File: config.mk
export PLATFORM = sky130hd
export DESIGN_NAME = nearest_point_polyline_table_core
export DESIGN_NICKNAME = d
export VERILOG_FILES = /design/src/hw/rtl/nppt_pkg.sv /design/src/hw/rtl/nppt_ram.sv /design/src/hw/rtl/nearest_point_polyline_table_core.sv
export VERILOG_INCLUDE_DIRS = /design/src /design/src/hw/rtl
export SDC_FILE = /design/constraint.sdc
export NUM_CORES = 2
export LEC_CHECK = 0
export BUFFER_PORTS_ARGS = -buffer_cell sky130_fd_sc_hd__buf_2
export CORE_ASPECT_RATIO = 0.75
export CORE_MARGIN = 8
export CORE_UTILIZATION = 57
export CTS_CLUSTER_SIZE = 14
export DETAILED_ROUTE_END_ITERATION = 7
export PLACE_DENSITY = 0.73
export SYNTH_ARGS = -nofsm -noshare
export SYNTH_HDL_FRONTEND = slang
export SYNTH_HIERARCHICAL = 1
export SYNTH_SLANG_ARGS = --single-unit
File: constraint.sdc
create_clock -name aclk -period 18.1 [get_ports aclk]
set_input_delay 2.715 -clock aclk [delete_from_list [all_inputs] [get_ports aclk]]
set_output_delay 2.715 -clock aclk [all_outputs]
set_load 0.05 [all_outputs]
File: src/hw/rtl/assert_macros.svh
// Assertion helpers shared by the RTL
`ifndef ASSERT_MACROS_SVH
`define ASSERT_MACROS_SVH

// Implication checked at every rising clock edge, disabled during reset
`define ASSERT_IMPL(label, clk, rstn, ante, cons, msg) \
    label: assert property (@(posedge clk) disable iff (!rstn) (ante) |-> (cons)) \
        else $error(msg);

// Next-cycle implication, disabled during reset
`define ASSERT_NEXT(label, clk, rstn, ante, cons, msg) \
    label: assert property (@(posedge clk) disable iff (!rstn) (ante) |=> (cons)) \
        else $error(msg);

`endif

File: src/hw/rtl/nppt_pkg.sv
package nppt_pkg;

    localparam int MaxPoints = 64;
    localparam int AddrW     = $clog2(MaxPoints);
    localparam int CntW      = $clog2(MaxPoints + 1);
    localparam int CoordW    = 16;
    localparam int DistW     = 2 * CoordW + 2;

    typedef enum logic [1:0] {
        REQ_ADD   = 2'd0,
        REQ_MOVE  = 2'd1,
        REQ_QUERY = 2'd2,
        REQ_RESET = 2'd3
    } req_t;

    typedef enum logic [1:0] {
        ST_OK    = 2'd0,
        ST_DUP   = 2'd1,
        ST_FULL  = 2'd2,
        ST_EMPTY = 2'd3
    } status_t;

endpackage

File: src/hw/rtl/nppt_ram.sv
module nppt_ram #(
    parameter int Width = 32,
    parameter int Depth = 64
) (
    input  logic                     aclk,
    input  logic                     we,
    input  logic [$clog2(Depth)-1:0] waddr,
    input  logic [Width-1:0]         wdata,
    input  logic [$clog2(Depth)-1:0] raddr,
    output logic [Width-1:0]         rdata
);

    logic [Width-1:0] mem [Depth];

    // one write port, one registered read port
    always_ff @(posedge aclk) begin
        if (we) begin
            mem[waddr] <= wdata;
        end
        rdata <= mem[raddr];
    end

endmodule

File: src/hw/rtl/nearest_point_polyline_table_core.sv
// nearest_point_polyline_table_core
// Ordered list of up to 64 2-D points held in one RAM (x and y side by side).
// Input word on s_axis: tdata = {coord_y, coord_x}, tuser = req_type.
// Result word on m_axis: tdata = {status, point_total, nearest_index}.
// One request is processed at a time; each request gives one result word.
// Steps per request:
//   reset, or any request on an empty table: answered straight from idle
//   move:   read, add offset, write back, one entry a cycle
//   query:  one distance per cycle from the RAM read port
//   add:    scan as for query, then shift the tail up from pos
// The single RAM read port bounds this work: every entry passes it once
// per scan and once per shifted entry.
// After reset the table is empty; stored points are not cleared, only the
// count. A stalled receiver holds the result in the output register; the
// next request is taken once that word has been sent.
module nearest_point_polyline_table_core (
    input  logic        aclk,
    input  logic        aresetn,
    input  logic        s_axis_tvalid,
    output logic        s_axis_tready,
    input  logic [31:0] s_axis_tdata,   // [15:0] coord_x, [31:16] coord_y
    input  logic [1:0]  s_axis_tuser,   // [1:0] req_type
    output logic        m_axis_tvalid,
    input  logic        m_axis_tready,
    output logic [15:0] m_axis_tdata    // [5:0] nearest_index, [12:6] point_total,
                                        // [14:13] status, [15] zero
);
    import nppt_pkg::*;
    `include "assert_macros.svh"

    typedef enum logic [7:0] {
        S_IDLE  = 8'b0000_0001,
        S_MREAD = 8'b0000_0010,
        S_MWR   = 8'b0000_0100,
        S_SCAN  = 8'b0000_1000,
        S_DEC   = 8'b0001_0000,
        S_SHRD  = 8'b0010_0000,
        S_SHWR  = 8'b0100_0000,
        S_OUT   = 8'b1000_0000
    } state_t;

    state_t state_reg, state_next;
    req_t   req_reg;
    logic [CoordW-1:0] x_reg, y_reg, dx_reg, dy_reg;
    logic [CntW-1:0]   count_reg;
    logic [CntW-1:0]   ptr_reg;       // read index
    logic [CntW-1:0]   wptr_reg;      // index of data arriving on rdata
    logic              rv_reg;        // rdata valid this cycle
    logic [AddrW-1:0]  pos_reg;
    logic [AddrW-1:0]  best_idx_reg;
    logic [DistW-1:0]  best_reg;
    logic              have_reg;
    logic [AddrW-1:0]  o_idx_reg;
    logic [1:0]        o_stat_reg;
    logic              m_valid_reg;

    // RAM
    logic                     we;
    logic [AddrW-1:0]         waddr, raddr;
    logic [2*CoordW-1:0]      wdata, rdata;

    nppt_ram #(.Width(2*CoordW), .Depth(MaxPoints)) u_ram (
        .aclk(aclk), .we(we), .waddr(waddr), .wdata(wdata),
        .raddr(raddr), .rdata(rdata)
    );

    logic [CoordW-1:0] rx, ry;
    assign rx = rdata[CoordW-1:0];
    assign ry = rdata[2*CoordW-1:CoordW];

    // distance of the entry on the read port
    logic signed [CoordW:0] ddx, ddy;
    logic [CoordW:0]        adx, ady;
    logic [DistW-1:0]       dist_cur;
    assign ddx  = $signed({rx[CoordW-1], rx}) - $signed({x_reg[CoordW-1], x_reg});
    assign ddy  = $signed({ry[CoordW-1], ry}) - $signed({y_reg[CoordW-1], y_reg});
    assign adx  = ddx[CoordW] ? $unsigned(-ddx) : $unsigned(ddx);
    assign ady  = ddy[CoordW] ? $unsigned(-ddy) : $unsigned(ddy);
    assign dist_cur = DistW'(adx * adx) + DistW'(ady * ady);

    logic accept;
    assign accept        = s_axis_tvalid && s_axis_tready;
    assign s_axis_tready = (state_reg == S_IDLE) && !m_valid_reg;
    assign m_axis_tvalid = m_valid_reg;
    assign m_axis_tdata  = {1'b0, o_stat_reg, count_reg, o_idx_reg};

    // RAM control; entry 0 is read while idle so a scan or move starts on it
    always_comb begin
        we    = 1'b0;
        waddr = wptr_reg[AddrW-1:0];
        wdata = rdata;
        raddr = (state_reg == S_IDLE) ? '0 : ptr_reg[AddrW-1:0];
        if (accept && req_t'(s_axis_tuser) == REQ_RESET) begin
            we    = 1'b1;
            waddr = '0;
            wdata = s_axis_tdata;
        end else if (state_reg == S_MWR && rv_reg) begin
            we    = 1'b1;
            wdata = {ry + dy_reg, rx + dx_reg};
        end else if (state_reg == S_SHWR) begin
            we    = 1'b1;
            waddr = AddrW'(wptr_reg + CntW'(1));
        end else if (state_reg == S_OUT && req_reg == REQ_ADD && o_stat_reg == ST_OK) begin
            we    = 1'b1;
            waddr = pos_reg;
            wdata = {y_reg, x_reg};
        end
    end

    // decision for add, from scan result
    logic [AddrW-1:0] ins_pos;
    logic [AddrW-1:0] dec_pos;
    logic [1:0]       add_stat;
    assign ins_pos = (CntW'(best_idx_reg) == count_reg - CntW'(1))
                     ? count_reg[AddrW-1:0] : best_idx_reg;
    assign dec_pos = (count_reg == CntW'(1)) ? AddrW'(1) : ins_pos;
    always_comb begin
        if (count_reg == CntW'(1)) begin
            add_stat = (count_reg >= CntW'(MaxPoints)) ? ST_FULL : ST_OK;
        end else if (best_reg == '0) begin
            add_stat = ST_DUP;
        end else if (count_reg >= CntW'(MaxPoints)) begin
            add_stat = ST_FULL;
        end else begin
            add_stat = ST_OK;
        end
    end

    always_comb begin
        state_next = state_reg;
        case (state_reg)
            S_IDLE: begin
                if (accept) begin
                    if (req_t'(s_axis_tuser) == REQ_RESET || count_reg == '0) begin
                        state_next = S_IDLE;
                    end else if (req_t'(s_axis_tuser) == REQ_MOVE) begin
                        state_next = S_MREAD;
                    end else begin
                        state_next = S_SCAN;
                    end
                end
            end
            S_MREAD: state_next = S_MWR;
            S_MWR:   if (rv_reg && wptr_reg == count_reg - CntW'(1)) state_next = S_OUT;
            S_SCAN:  if (rv_reg && wptr_reg == count_reg - CntW'(1)) state_next = S_DEC;
            S_DEC: begin
                if (req_reg == REQ_ADD && add_stat == ST_OK && dec_pos != count_reg[AddrW-1:0]
                    && count_reg != CntW'(MaxPoints)) begin
                    state_next = S_SHRD;
                end else begin
                    state_next = S_OUT;
                end
            end
            S_SHRD:  state_next = S_SHWR;
            S_SHWR:  state_next = (wptr_reg[AddrW-1:0] == pos_reg) ? S_OUT : S_SHRD;
            S_OUT:   state_next = S_IDLE;
            default: state_next = S_IDLE;
        endcase
    end

    always_ff @(posedge aclk) begin
        if (!aresetn) begin
            state_reg   <= S_IDLE;
            count_reg   <= '0;
            m_valid_reg <= 1'b0;
            rv_reg      <= 1'b0;
        end else begin
            state_reg <= state_next;
            if (m_valid_reg && m_axis_tready) m_valid_reg <= 1'b0;
            case (state_reg)
                S_IDLE: begin
                    if (accept) begin
                        req_reg  <= req_t'(s_axis_tuser);
                        x_reg    <= s_axis_tdata[CoordW-1:0];
                        y_reg    <= s_axis_tdata[2*CoordW-1:CoordW];
                        ptr_reg  <= '0;
                        wptr_reg <= '0;
                        rv_reg   <= 1'b0;
                        have_reg <= 1'b0;
                        o_idx_reg  <= '0;
                        o_stat_reg <= ST_OK;
                        if (req_t'(s_axis_tuser) == REQ_RESET) begin
                            count_reg   <= CntW'(1);
                            m_valid_reg <= 1'b1;
                        end else if (count_reg == '0) begin
                            o_stat_reg  <= ST_EMPTY;
                            m_valid_reg <= 1'b1;
                        end else begin
                            rv_reg  <= 1'b1;
                            ptr_reg <= CntW'(1);
                        end
                    end
                end
                S_MREAD: begin
                    // entry 0 on rdata: derive offset
                    dx_reg <= x_reg - rx;
                    dy_reg <= y_reg - ry;
                    ptr_reg  <= '0;
                    wptr_reg <= '0;
                    rv_reg   <= 1'b0;
                end
                S_MWR: begin
                    // read entry ptr, write back entry wptr when its data arrives on rdata
                    if (!rv_reg) begin
                        rv_reg  <= 1'b1;
                        ptr_reg <= ptr_reg + CntW'(1);
                    end else begin
                        wptr_reg <= wptr_reg + CntW'(1);
                        ptr_reg  <= ptr_reg + CntW'(1);
                    end
                end
                S_SCAN: begin
                    if (rv_reg) begin
                        if (!have_reg || dist_cur < best_reg) begin
                            have_reg     <= 1'b1;
                            best_reg     <= dist_cur;
                            best_idx_reg <= wptr_reg[AddrW-1:0];
                        end
                        wptr_reg <= wptr_reg + CntW'(1);
                        ptr_reg  <= ptr_reg + CntW'(1);
                    end
                end
                S_DEC: begin
                    if (req_reg == REQ_QUERY) begin
                        o_idx_reg <= best_idx_reg;
                    end else begin
                        o_idx_reg  <= (count_reg == CntW'(1)) ? '0 : best_idx_reg;
                        o_stat_reg <= add_stat;
                        pos_reg    <= dec_pos;
                        // shift starts at the top entry
                        ptr_reg    <= count_reg - CntW'(1);
                        wptr_reg   <= count_reg - CntW'(1);
                    end
                end
                S_SHRD: ;
                S_SHWR: begin
                    wptr_reg <= wptr_reg - CntW'(1);
                    ptr_reg  <= ptr_reg - CntW'(1);
                end
                S_OUT: begin
                    m_valid_reg <= 1'b1;
                    if (req_reg == REQ_ADD && o_stat_reg == ST_OK) begin
                        count_reg <= count_reg + CntW'(1);
                    end
                end
                default: ;
            endcase
        end
    end

    `ASSERT_IMPL(a_busy_no_ready, aclk, aresetn, state_reg != S_IDLE, !s_axis_tready, "ready while busy")
    `ASSERT_IMPL(a_count_max, aclk, aresetn, 1'b1, count_reg <= CntW'(MaxPoints), "count overflow")
    `ASSERT_NEXT(a_out_valid, aclk, aresetn, state_reg == S_OUT, m_valid_reg, "result lost")

endmodule

==> impl_metrics.env <==
export IMPL_grt_start_max_net_pins=106
export IMPL_relSlewSlack=-0.03415
export IMPL_avgSynthCellArea_um2=15.97
export IMPL_ioPinCount=56
export IMPL_worstHoldStart="state_reg[2]"
export IMPL_cp_max_fo=40
export IMPL_ant_nets=0
export IMPL_via_count=61920
export IMPL_pre_cts_slack_ns=3.957
export IMPL_synth_seq_cells=2231
export IMPL_area_delta_synth_final_pct=9.653
export IMPL_worst_slack_ns=3.716
export IMPL_wirelength_um=292800
export IMPL_fin_crit_ns=14.38
export IMPL_yosysWarnings=6
export IMPL_rsz0062_at_grt="false"
export IMPL_maxSlewViolCount=3
export IMPL_slowest_stage="xnor2_1"
export IMPL_synth_edf_count=2182
export IMPL_die_y_um=393.7
export IMPL_die_area_um2=204600
export IMPL_antenna_found_initial=32
export IMPL_io_buffers=54
export IMPL_cts_hold_buf=0
export IMPL_grt_overflow=0
export IMPL_rr_endpoint="best_reg[8]"
export IMPL_avgViaCountPerCell=6.422
export IMPL_dr_pass1_iters=6
export IMPL_gp_congestion=0.9335
export IMPL_synth_cells=6791
export IMPL_period_share=0.7947
export IMPL_ctsResizeCount=0
export IMPL_grt_total_usage=0.2835
export IMPL_startpoint_type="flip-flop"
export IMPL_tns_ns=0
export IMPL_dominantRegCellSynth="edfxtp_1"
export IMPL_reg2reg_from="x_reg[0]"
export IMPL_hold_viol=0
export IMPL_clock_latency_ns=0.86
export IMPL_seq_area_frac_synth=0.6134
export IMPL_placementRows=138
export IMPL_reg2reg_depth=46
export IMPL_clockBufferDepth=3
export IMPL_ys_types=100
export IMPL_tightest_slew_ns=1.535
export IMPL_cpMostUsedCell="fa_1"
export IMPL_timing_fmax_ghz=0.06952
export IMPL_nNetsFinal=7772
export IMPL_grt_pass1_wl_um=424000
export IMPL_end_kind="flip-flop"
export IMPL_place_hpwl_um=185600
export IMPL_arrival_ns=14.85
export IMPL_drcViolationCount=0
export IMPL_largest_reg_flops=2048
export IMPL_violations="max-capacitance violations, max-slew violations"
export IMPL_drtIter0Drc=8231
export IMPL_async_reset_ff_frac=0
export IMPL_min_path_cells=2
export IMPL_post_cts_buffers=0
export IMPL_fin_skew_ns=0.08770
export IMPL_cpPeakStageDelay_ns=0.96
export IMPL_core_area_um2=188900
export IMPL_hp_class="flip-flop to flip-flop"
export IMPL_reg2reg_slack_ns=3.72
export IMPL_wl_per_cell_um=30.36
export IMPL_setup_viol=0
export IMPL_cts_sinks=2231
export IMPL_cts_buffers=199
export IMPL_netlist_area_um2=108400
export IMPL_min_to="state_reg[2]"
export IMPL_grt_pass1_vias=61900
export IMPL_start_util=0.5740
export IMPL_cp_required_ns=18.56
export IMPL_drive_above_1_share=0.1584
export IMPL_status="complete, but fails checks"
export IMPL_cts_tree="yes"
export IMPL_cts_max_level=4
export IMPL_clock_root_buffer="clkbuf_16"
export IMPL_die_w_um=519.6
export IMPL_critical_path_class="flip-flop to flip-flop"
export IMPL_cap_viol_max_count=1
export IMPL_clk_pin_slew_ns=0.07
## cells in the mapped netlist, types with 11 or more instances
cell / count / area share
edfxtp_1: 2182 / 0.60
a21o_1: 49 / 0.0034
dfxtp_1: 49 / 0.0090
nor2b_1: 47 / 0.0027
a311o_1: 14 / 0.0013
mux2i_1: 192 / 0.018
fa_1: 454 / 0.084
nor2_1: 411 / 0.014
o21ai_0: 125 / 0.0058
a211o_1: 14 / 0.0011
buf_2: 79 / 0.0036
and2_1: 25 / 0.0014
nand3_1: 79 / 0.0036
inv_1: 705 / 0.024
or2_1: 11 / 0.00063
a22oi_1: 131 / 0.0091
or2_2: 20 / 0.0012
xnor2_1: 108 / 0.0087
o22a_1: 13 / 0.0011
o221ai_1: 22 / 0.0018
nor3_1: 56 / 0.0026
a21oi_1: 188 / 0.0087
o22ai_1: 59 / 0.0034
inv_2: 12 / 0.00042
xor2_1: 52 / 0.0042
buf_6: 31 / 0.0032
a22o_1: 13 / 0.0011
a31oi_1: 32 / 0.0018
nand3b_1: 11 / 0.00076
nand2b_1: 30 / 0.0017
nand2_1: 294 / 0.010
and3_1: 24 / 0.0014
o211ai_1: 27 / 0.0019
or3_1: 15 / 0.00087
mux4_2: 446 / 0.093
o21a_1: 21 / 0.0015
a211oi_1: 35 / 0.0024
buf_4: 32 / 0.0022
clkbuf_1: 140 / 0.0048
ha_1: 327 / 0.038
nand4_1: 16 / 0.00092
nor4_1: 21 / 0.0012
## kinds of logic (layout without fill, tap and decap cells)
kind of cell / after synthesis / in the layout / share of synthesized area
AO/OA/AOI/OAI: 835 / 835 / 0.05176
XOR/XNOR: 167 / 167 / 0.01418
adder cells (fa/ha/maj): 781 / 781 / 0.1216
buffers and inverters: 1026 / 1323 / 0.04069
flip-flops: 2231 / 2231 / 0.6134
multiplexers: 639 / 639 / 0.1105
other: 2 / 36 / 0.00006927
AND/OR/NAND/NOR: 1110 / 1110 / 0.04790
## final cells by class
cell class	count	area (um^2)
multi-input cells	3559	38570
clock inverters	78	808.3
diodes	9	22.52
flip-flops and latches	2231	66500
repair buffers	236	1699
inverters	726	2728
fillers	13320	70010
well taps	2520	3153
clock buffers	283	5406
## worst max-delay path by stage
| stage | startpoint | endpoint | slack, ns | depth (start not counted) |
|---|---|---|---|---|
| 2_1_floorplan | x_reg[0] | best_idx_reg[0] | 4.89 | 50 |
| 3_3_place_gp | x_reg[0] | best_reg[10] | 4.22 | 46 |
| 3_5_place_dp | x_reg[0] | best_reg[10] | 3.96 | 46 |
| 4_1_cts | x_reg[0] | best_reg[20] | 3.90 | 46 |
| 5_1_grt | x_reg[0] | best_reg[8] | 2.86 | 46 |
| 6_report | x_reg[0] | best_reg[8] | 3.72 | 46 |
## worst max-delay path: cells and delay by family, from the launching register on
kind                       cells  cell delay [ns]
adders and majority gates     12             5.14
AOI/OAI and AO/OA             16             3.67
xor gates and xnor gates       2             1.17
DFF                            1             0.42
buffers and inverters          6             0.85
and+or+nand+nor               10             2.73
## layout by cell type (no fill, tap or decap), types with 28 or more instances in the layout
cell type and n:
a22oi_1 131, nand3_1 78, o22ai_1 59, a31oi_1 28, clkbuf_1 74, inv_1 705
clkinv_1 43, buf_2 54, mux4_2 446, edfxtp_1 2182, nor2b_1 42, o21ai_0 109
nor2_1 339, buf_4 177, mux2i_1 192, dfxtp_1 49, xor2_1 51, a211oi_1 33
nand2b_1 30, ha_1 327, a21oi_1 180, nor2_4 72, nor3_1 54, a21o_1 49
nand2_1 293, fa_1 454, xnor2_1 107, clkbuf_16 200
## metrics by stage
step / instance area [um^2] / instances / util / hold WS, ns
after floorplan: 108500 / 6816 / - / 0.4244
after global routing: 118900 / 9634 / 0.6293 / 0.5372
after detailed placement: 112700 / 9272 / 0.5964 / 0.4808
final: 118900 / 9642 / 0.6294 / 0.5047
after global placement: 112700 / 9272 / 0.5964 / 0.4877
after CTS: 118900 / 9633 / 0.6293 / 0.5022
## routing by layer
layer,part of all wire,vias up,wire length (um),GRT usage
met5,0.00048,-,141,0.002096
met4,0.024,14,7161,0.06619
met3,0.14,435,42350,0.09236
met2,0.43,3764,124900,0.4074
met1,0.40,32010,118200,0.4253
li1,-,25700,-,-
Power is left out: the tool's default activity adds up to more than one toggle a clock period on the data nets, which glitch-free logic cannot reach.
